<file path="src/rtl/assert_macros.svh">
// assertion helpers used by dlbd_parser
`ifndef ASSERT_MACROS_SVH
`define ASSERT_MACROS_SVH
`ifndef SYNTHESIS
`define ASSERT_ALWAYS(lbl, clk, rst_n, prop) \
	lbl: assert property (@(posedge clk) disable iff (!rst_n) (prop)) else $error("check failed");
`define ASSERT_NEXT(lbl, clk, rst_n, ante, cons) \
	lbl: assert property (@(posedge clk) disable iff (!rst_n) (ante) |=> (cons)) else $error("check failed");
`else
`define ASSERT_ALWAYS(lbl, clk, rst_n, prop)
`define ASSERT_NEXT(lbl, clk, rst_n, ante, cons)
`endif
`endif

</file>
<file path="src/rtl/dlbd_pkg.sv">
package dlbd_pkg;

	localparam int COUNT_WIDTH = 31;
	localparam int RL_W = 27;
	localparam int BPP_W = 2;
	localparam int NR_W = 16;
	localparam int RB_W = RL_W + BPP_W;
	localparam int EXP_W = RB_W + NR_W;
	localparam int CMP_W = (EXP_W > COUNT_WIDTH) ? EXP_W : COUNT_WIDTH;
	localparam int CFG_W = 27;
	localparam int IDX_W = 3;

	// register indexes
	localparam logic [IDX_W-1:0] REG_ARMED = 3'd0;
	localparam logic [IDX_W-1:0] REG_RECORD_LENGTH = 3'd1;
	localparam logic [IDX_W-1:0] REG_BYTES_PER_POINT = 3'd2;
	localparam logic [IDX_W-1:0] REG_MULTI_RECORD = 3'd3;
	localparam logic [IDX_W-1:0] REG_NUM_RECORDS = 3'd4;

	// parser phases
	localparam logic [1:0] PH_HUNT = 2'd0;
	localparam logic [1:0] PH_NDIG = 2'd1;
	localparam logic [1:0] PH_LEN = 2'd2;
	localparam logic [1:0] PH_DATA = 2'd3;

	localparam logic [7:0] CHAR_HASH = 8'h23;

	typedef struct packed {
		logic armed;
		logic [RL_W-1:0] record_length;
		logic [BPP_W-1:0] bytes_per_point;
		logic multi_record;
		logic [NR_W-1:0] num_records;
	} cfg_t;

	typedef struct packed {
		logic armed;
		logic clear;
		logic hold;
	} ctl_t;

endpackage

</file>
<file path="src/rtl/dlbd_size.sv">
module dlbd_size (
	input logic clk,
	input dlbd_pkg::cfg_t cfg,
	output logic [dlbd_pkg::EXP_W-1:0] expected
);

	logic [dlbd_pkg::RB_W-1:0] rl_w;
	logic [dlbd_pkg::RB_W-1:0] rl_bpp;
	logic [dlbd_pkg::NR_W-1:0] frames;
	logic [dlbd_pkg::EXP_W-1:0] expected_q;

	// bytes_per_point is at most 3: shift and add, no multiplier
	always_comb begin
		rl_w = dlbd_pkg::RB_W'(cfg.record_length);
		unique case (cfg.bytes_per_point)
			2'd0: rl_bpp = '0;
			2'd1: rl_bpp = rl_w;
			2'd2: rl_bpp = rl_w << 1;
			default: rl_bpp = rl_w + (rl_w << 1);
		endcase
		frames = cfg.multi_record ? cfg.num_records : dlbd_pkg::NR_W'(1);
	end

	always_ff @(posedge clk) begin
		expected_q <= dlbd_pkg::EXP_W'(rl_bpp * frames);
	end

	assign expected = expected_q;

endmodule

</file>
<file path="src/rtl/dlbd_parser.sv">
`include "assert_macros.svh"

module dlbd_parser (
	input logic clk,
	input logic arst_n,
	input dlbd_pkg::ctl_t ctl,
	input logic [dlbd_pkg::EXP_W-1:0] expected,
	input logic in_valid,
	output logic in_ready,
	input logic [7:0] rx_byte,
	output logic out_valid,
	input logic out_ready,
	output logic [7:0] payload_byte,
	output logic last_byte,
	output logic header_error
);

	localparam int ACC_W = dlbd_pkg::COUNT_WIDTH + 4;

	logic s1_valid_q;
	logic [7:0] byte_s1;
	logic advance;

	logic [1:0] phase_q, phase_d;
	logic [3:0] digits_q, digits_d;
	logic [dlbd_pkg::COUNT_WIDTH-1:0] acc_q, acc_d;
	logic ovf_q, ovf_d;
	logic bad_q, bad_d;
	logic [dlbd_pkg::COUNT_WIDTH-1:0] left_q, left_d;

	logic produce;
	logic [7:0] res_byte;
	logic res_last;
	logic res_err;

	logic out_valid_q;
	logic [7:0] payload_q;
	logic last_q;
	logic err_q;

	logic hex_ok;
	logic [3:0] hex_n;
	logic is_digit;
	logic [7:0] dig_off;
	logic [ACC_W-1:0] acc_w;
	logic [ACC_W-1:0] acc_next;
	logic acc_big;
	logic hdr_bad;

	assign advance = s1_valid_q && (!out_valid_q || out_ready);
	assign in_ready = !ctl.hold && (!s1_valid_q || advance);

	// digit count character: 1..9, a..f, A..F
	always_comb begin
		hex_ok = 1'b1;
		hex_n = 4'd0;
		if (byte_s1 >= 8'h31 && byte_s1 <= 8'h39) begin
			hex_n = byte_s1[3:0];
		end else if (byte_s1 >= 8'h61 && byte_s1 <= 8'h66) begin
			hex_n = byte_s1[3:0] + 4'd9;
		end else if (byte_s1 >= 8'h41 && byte_s1 <= 8'h46) begin
			hex_n = byte_s1[3:0] + 4'd9;
		end else begin
			hex_ok = 1'b0;
		end
	end

	// decimal accumulate, overflow past the count width
	always_comb begin
		is_digit = (byte_s1 >= 8'h30) && (byte_s1 <= 8'h39);
		dig_off = byte_s1 - 8'h30;
		acc_w = ACC_W'(acc_q);
		acc_next = (acc_w << 3) + (acc_w << 1) + ACC_W'(dig_off[3:0]);
		acc_big = |acc_next[ACC_W-1:dlbd_pkg::COUNT_WIDTH];
	end

	always_comb begin
		phase_d = phase_q;
		digits_d = digits_q;
		acc_d = acc_q;
		ovf_d = ovf_q;
		bad_d = bad_q;
		left_d = left_q;
		produce = 1'b0;
		res_byte = 8'd0;
		res_last = 1'b0;
		res_err = 1'b0;
		hdr_bad = 1'b0;
		if (advance && ctl.armed) begin
			unique case (phase_q)
				dlbd_pkg::PH_HUNT: begin
					if (byte_s1 == dlbd_pkg::CHAR_HASH) begin
						phase_d = dlbd_pkg::PH_NDIG;
					end
				end
				dlbd_pkg::PH_NDIG: begin
					if (hex_ok) begin
						digits_d = hex_n;
						acc_d = '0;
						ovf_d = 1'b0;
						bad_d = 1'b0;
						phase_d = dlbd_pkg::PH_LEN;
					end else begin
						produce = 1'b1;
						res_err = 1'b1;
						phase_d = dlbd_pkg::PH_HUNT;
						digits_d = '0;
						acc_d = '0;
						ovf_d = 1'b0;
						bad_d = 1'b0;
						left_d = '0;
					end
				end
				dlbd_pkg::PH_LEN: begin
					if (is_digit) begin
						if (!ovf_q) begin
							if (acc_big) begin
								ovf_d = 1'b1;
							end else begin
								acc_d = acc_next[dlbd_pkg::COUNT_WIDTH-1:0];
							end
						end
					end else begin
						bad_d = 1'b1;
					end
					digits_d = digits_q - 4'd1;
					if (digits_d == 4'd0) begin
						hdr_bad = bad_d || ovf_d || (acc_d == '0) ||
							(dlbd_pkg::CMP_W'(acc_d) != dlbd_pkg::CMP_W'(expected));
						if (hdr_bad) begin
							produce = 1'b1;
							res_err = 1'b1;
							phase_d = dlbd_pkg::PH_HUNT;
							acc_d = '0;
							ovf_d = 1'b0;
							bad_d = 1'b0;
							left_d = '0;
						end else begin
							left_d = acc_d;
							phase_d = dlbd_pkg::PH_DATA;
						end
					end
				end
				default: begin
					produce = 1'b1;
					res_byte = byte_s1;
					if (left_q <= dlbd_pkg::COUNT_WIDTH'(1)) begin
						res_last = 1'b1;
						phase_d = dlbd_pkg::PH_HUNT;
						digits_d = '0;
						acc_d = '0;
						ovf_d = 1'b0;
						bad_d = 1'b0;
						left_d = '0;
					end else begin
						left_d = left_q - dlbd_pkg::COUNT_WIDTH'(1);
					end
				end
			endcase
		end
		// arming write wipes the parser
		if (ctl.clear) begin
			phase_d = dlbd_pkg::PH_HUNT;
			digits_d = '0;
			acc_d = '0;
			ovf_d = 1'b0;
			bad_d = 1'b0;
			left_d = '0;
		end
	end

	always_ff @(posedge clk or negedge arst_n) begin
		if (!arst_n) begin
			s1_valid_q <= 1'b0;
			out_valid_q <= 1'b0;
			phase_q <= dlbd_pkg::PH_HUNT;
			digits_q <= '0;
			acc_q <= '0;
			ovf_q <= 1'b0;
			bad_q <= 1'b0;
			left_q <= '0;
		end else begin
			if (in_valid && in_ready) begin
				s1_valid_q <= 1'b1;
			end else if (advance) begin
				s1_valid_q <= 1'b0;
			end
			if (advance) begin
				out_valid_q <= produce;
			end else if (out_ready) begin
				out_valid_q <= 1'b0;
			end
			phase_q <= phase_d;
			digits_q <= digits_d;
			acc_q <= acc_d;
			ovf_q <= ovf_d;
			bad_q <= bad_d;
			left_q <= left_d;
		end
	end

	always_ff @(posedge clk) begin
		if (in_valid && in_ready) begin
			byte_s1 <= rx_byte;
		end
		if (advance && produce) begin
			payload_q <= res_byte;
			last_q <= res_last;
			err_q <= res_err;
		end
	end

	assign out_valid = out_valid_q;
	assign payload_byte = payload_q;
	assign last_byte = last_q;
	assign header_error = err_q;

	`ASSERT_ALWAYS(a_err_clean, clk, arst_n,
		!(out_valid_q && err_q) || (payload_q == 8'd0 && !last_q))
	`ASSERT_NEXT(a_disarmed_quiet, clk, arst_n, advance && !ctl.armed, !out_valid_q)
	`ASSERT_ALWAYS(a_data_has_bytes, clk, arst_n,
		phase_q != dlbd_pkg::PH_DATA || left_q != '0)

endmodule

</file>
<file path="src/rtl/definite_length_block_deframer.sv">
// definite length block deframer
// input channel: one received byte per beat on rx_byte (in_valid / in_ready)
// output channel: zero or one result beat per input byte (out_valid / out_ready)
//   carrying payload_byte, last_byte and header_error
// a header is '#', one hex digit n (1..f), n decimal digits of byte count;
// the count must equal record_length * bytes_per_point * frames, after which
// that many payload beats follow, the final one with last_byte set
// a bad header gives one beat with header_error set and payload_byte zero
// an accepted byte is held in the input register, and its result is registered
// into the result register and shown on out_valid once the output is free
// throughput: one byte per cycle, set by the parser update, unless the output or a config write stalls it
// the input side keeps taking beats while a result waits at the output,
// and stalls only once both the input register and result register are full,
// or after a config write (cfg_we), which lands at once; in_ready drops for the
// next cycle while the expected block size register catches up
// reset: disarmed, record_length 1, bytes_per_point 1, single record,
// parser hunting for '#', both pipeline registers empty
module definite_length_block_deframer (
	input logic clk,
	input logic arst_n,
	input logic cfg_we,
	input logic [dlbd_pkg::IDX_W-1:0] cfg_index,
	input logic [dlbd_pkg::CFG_W-1:0] cfg_data,
	input logic in_valid,
	output logic in_ready,
	input logic [7:0] rx_byte,
	output logic out_valid,
	input logic out_ready,
	output logic [7:0] payload_byte,
	output logic last_byte,
	output logic header_error
);

	dlbd_pkg::cfg_t cfg_q;
	logic hold_q;
	dlbd_pkg::ctl_t ctl;
	logic [dlbd_pkg::EXP_W-1:0] expected;

	// configuration register file, write only
	always_ff @(posedge clk or negedge arst_n) begin
		if (!arst_n) begin
			cfg_q.armed <= 1'b0;
			cfg_q.record_length <= dlbd_pkg::RL_W'(1);
			cfg_q.bytes_per_point <= dlbd_pkg::BPP_W'(1);
			cfg_q.multi_record <= 1'b0;
			cfg_q.num_records <= dlbd_pkg::NR_W'(1);
			hold_q <= 1'b0;
		end else begin
			// block input in the cycle after a write so the size product is current
			hold_q <= cfg_we;
			if (cfg_we) begin
				unique case (cfg_index)
					dlbd_pkg::REG_ARMED: cfg_q.armed <= cfg_data[0];
					dlbd_pkg::REG_RECORD_LENGTH:
						cfg_q.record_length <= cfg_data[dlbd_pkg::RL_W-1:0];
					dlbd_pkg::REG_BYTES_PER_POINT:
						cfg_q.bytes_per_point <= cfg_data[dlbd_pkg::BPP_W-1:0];
					dlbd_pkg::REG_MULTI_RECORD: cfg_q.multi_record <= cfg_data[0];
					dlbd_pkg::REG_NUM_RECORDS:
						cfg_q.num_records <= cfg_data[dlbd_pkg::NR_W-1:0];
					default: begin
					end
				endcase
			end
		end
	end

	// writing the arm bit always restarts the parser
	assign ctl.armed = cfg_q.armed;
	assign ctl.clear = cfg_we && (cfg_index == dlbd_pkg::REG_ARMED);
	assign ctl.hold = hold_q;

	dlbd_size u_size (
		.clk(clk),
		.cfg(cfg_q),
		.expected(expected)
	);

	dlbd_parser u_parser (
		.clk(clk),
		.arst_n(arst_n),
		.ctl(ctl),
		.expected(expected),
		.in_valid(in_valid),
		.in_ready(in_ready),
		.rx_byte(rx_byte),
		.out_valid(out_valid),
		.out_ready(out_ready),
		.payload_byte(payload_byte),
		.last_byte(last_byte),
		.header_error(header_error)
	);

endmodule

</file>
<file path="config.mk">
export PLATFORM = sky130hd
export DESIGN_NAME = definite_length_block_deframer
export DESIGN_NICKNAME = d
export VERILOG_FILES = /design/src/rtl/dlbd_pkg.sv /design/src/rtl/dlbd_size.sv /design/src/rtl/dlbd_parser.sv /design/src/rtl/definite_length_block_deframer.sv
export VERILOG_INCLUDE_DIRS = /design/src /design/src/rtl
export SDC_FILE = /design/constraint.sdc
export NUM_CORES = 2
export LEC_CHECK = 0
export BUFFER_PORTS_ARGS = -buffer_cell sky130_fd_sc_hd__buf_2
export CORE_MARGIN = 2
export CORE_UTILIZATION = 45
export DETAILED_ROUTE_END_ITERATION = 7
export HOLD_SLACK_MARGIN = 0.05
export SETUP_SLACK_MARGIN = 0.02
export SLEW_MARGIN = 20
export SYNTH_ARGS = -nofsm -noshare
export SYNTH_HDL_FRONTEND = slang
export SYNTH_SLANG_ARGS = --single-unit
</file>
<file path="constraint.sdc">
create_clock -name clk -period 17.6 [get_ports clk]
set_input_delay 2.64 -clock clk [delete_from_list [all_inputs] [get_ports clk]]
set_output_delay 2.64 -clock clk [all_outputs]
set_load 0.01 [all_outputs]
</file>
# Word-level counts from Yosys, hierarchy flattened
# Index checks and enable logic that the tools add are counted.
# op_classes
eq_ne	14
magnitude_cmp	8
reduce_logical	38
multipliers	1
n_bitwise	1
n_mux	68
n_addsub	7
# op_table
op	count
31-bit two-way mux	15
31-bit case mux with 3 select lines	2
29-bit case mux with 3 select lines	1
29-bit by 16-bit multiplier with 45-bit output	1
31-bit by 45-bit != test with 1-bit output	1
34-bit by 32-bit adder with 35-bit output	1
35-bit by 4-bit adder with 35-bit output	1
31-bit by 1-bit less-or-equal comparator with 1-bit output (second input constant)	1
31-bit logical NOT	1
31-bit by 1-bit subtractor with 31-bit output (second input constant)	1
27-bit by 28-bit adder with 29-bit output	1
1-bit two-way mux	29
4-bit two-way mux	7
8-bit by 6-bit greater-or-equal comparator with 1-bit output (second input constant)	2
8-bit by 7-bit greater-or-equal comparator with 1-bit output (second input constant)	2
8-bit by 7-bit less-or-equal comparator with 1-bit output (second input constant)	2
16-bit two-way mux	1
2-bit two-way mux	7
4-bit case mux with 3 select lines	1
1-bit logical AND	10
2-bit AND reduction	5
1-bit case mux with 3 select lines	3
8-bit by 6-bit equality test with 1-bit output (second input constant)	1
8-bit by 6-bit less-or-equal comparator with 1-bit output (second input constant)	1
other kinds (24)	40
# word_totals
register_bits	183
word_cells	156
input_bits	43
out_inout_bits	12

# Longest topological paths before layout
# logic_depth
ltp_word	16
depth_mapped	40

# Modules after synthesis
# A second synthesis with hierarchy kept.
# hier_totals
cells_unflattened	3492
area_unflattened_um2	29618.4
# modules_own_cells
module	cells_each	area_each_um2	n_inst
dlbd_size	2247	18445.2	1
dlbd_parser	1140	9188.8	1
definite_length_block_deframer	105	1984.4	1

# Least setup slack after synthesis
# No wires, ideal clock.
# synth_path
kind	reg-to-reg
start	register cfg_q[19] (netlist bit)
end	register u_size.expected_q (netlist bit u_size.expected[41])
setup_slack_ps	8886
setup_ps	64
arrival_ps	8650
path_stages_with_launch	40
path_cell_list	dfstp_2 ha_1 inv_1 fa_1 nor2b_1 o21ai_0 a21boi_0 o21ai_0 o211ai_1 a31o_2 a21o_1 a21o_1 a21oi_1 xnor2_1 a221o_1 clkbuf_1 nand2_1 fa_1 (+4 left out) fa_1 inv_1 fa_1 inv_1 ha_1 clkbuf_1 a211o_1 a21oi_1 o21ai_0 a21o_1 a21o_1 a21oi_1 a21oi_1 nor2_1 a311o_1 a31oi_1 or4_1 nand4_1
# synth_via
elab_chain_len	3
# synth_lines
item	line_no	source
start: declaration	definite_length_block_deframer.sv:34	dlbd_pkg::cfg_t cfg_q;
27-bit by 28-bit adder with 29-bit output	dlbd_size.sv:19	default: rl_bpp = rl_w + (rl_w << 1);
29-bit case mux with 3 select lines (*)	dlbd_size.sv:15	unique case (cfg.bytes_per_point)
29-bit by 16-bit multiplier with 45-bit output (*)	dlbd_size.sv:25	expected_q <= dlbd_pkg::EXP_W'(rl_bpp * frames);
end signal: assignment	dlbd_size.sv:25	
end: declaration	dlbd_size.sv:10	logic [dlbd_pkg::EXP_W-1:0] expected_q;
# Every way passes the cells marked *; elsewhere a longest branch is shown, timed or not.
# A chain may end at the register's enable or synchronous reset.

# Worst setup path in the final report
# Same ends and word-level chain as after synthesis.

==> flow_summary.toml <==
[run_status]
status = "complete, no violations"

[drt]
wl_per_cell_um = 21.5
drc = 0
drtAntennaViolNets = 0
drtPass1Iterations = 6
vias = 22900
wl_um = 84700
post_drt_via_cell_ratio = 5.80
first_iter_violations = 1721

[worst_setup_path]
ff2ff_path_depth = 38
cp.required_ps = 18040
reg2reg_from = "cfg_q[19]$_DFFE_PN1P_"
rr_endpoint = "u_size.expected[41]$_DFF_P_"
critPathLaunchType = "register"
slowest_stage = "dfstp_2"
crit_type = "register to register"
end_kind = "register"
crit_top_cell = "fa_1"
critPathMaxFanout = 16
rrSetupSlack_ps = 7590
cp_data_arrival_time_ps = 10440
critPathMaxStageDelay_ps = 590
crit_start = "cfg_q[19]$_DFFE_PN1P_"

[timing]
drv_slew = 0
period_share_pct = 56.8
finalSetupViolations = 0
whs_ps = 493
hold_viol = 0
rsz0062_at_grt = "no"
final.setup.tns_ps = 0
worst_slew_pin_slew_ps = 1140
relSlewSlack_pct = 24.3
layout_min_cycle_time_ps = 10010
skew_ps = 28.1
fmax_ghz = 0.0999

[hold_path]
hp-start = "u_parser.left_q[21]$_DFFE_PN0P_"
hp-class = "register to register"
holdPathEnd = "u_parser.left_q[21]$_DFFE_PN0P_"
worst_hold_path.num_cells = 2

[final_layout]
final_util_pct = 48.1
area_growth_pct = 5.76
final_nets = 3784
fin_area_um2 = 29000
drive_gt1_share_pct = 7.09

[synth]
syn_inst = 3170
ys_seq_elements = 183
synth_flop_cell = "dfrtp_1"
synth_edf_count = 18
synth_warnings = 0
async_flop_share_pct = 65.6
avgSynthCellArea_um2 = 8.64
synth_cell_types = 94
synth_seq_area_share_pct = 16.2
syn-cell-area_um2 = 27400
synth_nets = 3809

[clock_network]
clkSinkCount = 183
cts_hold_buffers = 0
clockBufferDepth = 2
cts_root_buf = "clkbuf_16"
insertion_delay_ps = 500
path_clk_slew_ps = 80
post_cts_buffers = 0
htree_num_levels = 4
cts_made_buffers = 17
cts_tree = "yes"
post_cts_resized = 0

[die]
die_height_um = 251
start_util_pct = 45.4
ios = 55
coreArea_um2 = 60200
row_count = 90
die_w_um = 251
dieArea_um2 = 62800

[pwr]
p_sw_mw = 2.54
combPwrFrac_pct = 76.3
leakage_nw = 13.7
power.clock.fraction_pct = 8.9
swShare_pct = 53.1
vdd_drop_max_mv = 0.142
seqPwrFrac_pct = 14.9
intPower_mw = 2.24
power.density_nw_per_um2 = 165

[placement]
dpl_cell_area_um2 = 28300
hpwl_um = 67600
io_buffers = 54
gp_congestion = 0.988

[global_route]
grt_use_total_pct = 27.9
grt_max_degree = 66
overflow = 0
grt_pass1_vias = 23700
antenna_found_initial = 0
grt_pass1_wl_um = 135000

[flow_run]
cap_violations = 0
-- power groups by stage --
stage | Combinational [mW] | Clock, mW | Sequential (mW)
floorplan | 2.78 | 0 | 0.646
detailed placement | 3.63 | 0 | 0.715
finish | 3.65 | 0.425 | 0.710
CTS | 3.65 | 0.436 | 0.707
global placement | 3.56 | 0 | 0.712
global route | 4.20 | 0.451 | 0.724
-- stage by stage --
step	setup WS, ps	instances	total power [mW]
6_report	7590	3941	4.78
5_1_grt	7100	3940	5.38
4_1_cts	7680	3940	4.80
3_5_place_dp	7720	3908	4.35
3_3_place_gp	7890	3908	4.27
2_1_floorplan	8890	3170	3.43
-- layout make-up --
type / instances / area [um2]
flip-flops and latches: 183 / 4450
inverters: 465 / 1750
diodes: 1 / 2.50
clock buffers: 18 / 429
multi-input cells: 2396 / 20700
repair buffers: 82 / 487
clock inverters: 14 / 205
well taps: 782 / 978
fillers: 5822 / 31300
-- worst max-delay path by stage --
stage	to	slack, ps	cells after the start
after global placement	u_size.expected[41]$_DFF_P_	7890	38
after global routing	u_size.expected[42]$_DFF_P_	7100	35
after detailed placement	u_size.expected[41]$_DFF_P_	7720	38
final	u_size.expected[41]$_DFF_P_	7590	38
after CTS	u_size.expected[41]$_DFF_P_	7680	38
after floorplan	u_size.expected[41]$_DFF_P_	8890	39
-- flip-flops by register name (all words and copies together) (netlist names), 2 cells and up --
name and cells:
cfg_q 47, u_parser.acc_q 31, u_parser.byte_s1 8, u_parser.digits_q 4
u_parser.left_q 31, u_parser.payload_byte 8, u_parser.phase_q 2, u_size.expected 45
-- cell usage in the layout (no fill, tap or decap), types with 19 or more instances in the layout --
cell	Yosys	routed
dfxtp_1	45	45
o21ai_0	136	136
nor2_1	286	284
xor2_1	48	48
nor4_1	39	39
nor3_1	48	48
inv_1	464	464
buf_4	4	28
buf_2	11	53
ha_1	217	217
nand4_1	22	22
o21a_1	21	21
nand2b_1	19	19
dfrtp_1	117	117
a22oi_1	25	25
and3_1	22	22
mux2_2	64	64
and2_1	58	58
a31oi_1	20	19
xnor2_1	58	58
a21oi_1	146	146
a21o_1	46	45
fa_1	379	379
nand2_1	417	417
nand3_1	48	48
-- per-layer routing --
metal	share of wire [%]	routed length [um]	track usage, %
met2	47	40200	46.2
met1	41	35200	35.3
met4	5.5	4620	14.1
met5	0	0	0
met3	5.6	4780	4.31
-- Yosys cell counts, drive strengths merged, types with 46 or more instances --
library cell	count	area, um2
nand2	417	1570
a21oi	147	739
xnor2	58	508
inv	464	1740
nand3	48	240
a21o	46	345
fa	379	7590
nor2	286	1070
mux2	65	732
nor3	49	257
o21ai	161	843
ha	217	2720
and2	60	375
xor2	48	420
clkbuf	96	363
dfrtp	117	2930
-- kinds of logic after synthesis --
kind of cell,Yosys count,share of synthesized area [%]
AND/OR/NAND/NOR,1029,17.0
AO/OA/AOI/OAI,584,14.0
multiplexers,77,3.11
flip-flops,183,16.2
XOR/XNOR,110,3.72
adder cells (fa/ha/maj),596,37.6
buffers and inverters,591,8.34
-- worst max-delay path, delay by kind of cell, from the launching register on --
kind / cells / cell delay [ps]
simple gates: 5 / 1170
xor+xnor: 1 / 130
fa+ha+maj: 9 / 3910
compound gates: 18 / 3880
flops: 1 / 590
buf+inv: 5 / 260
Power figures use the tool's default switching activity.
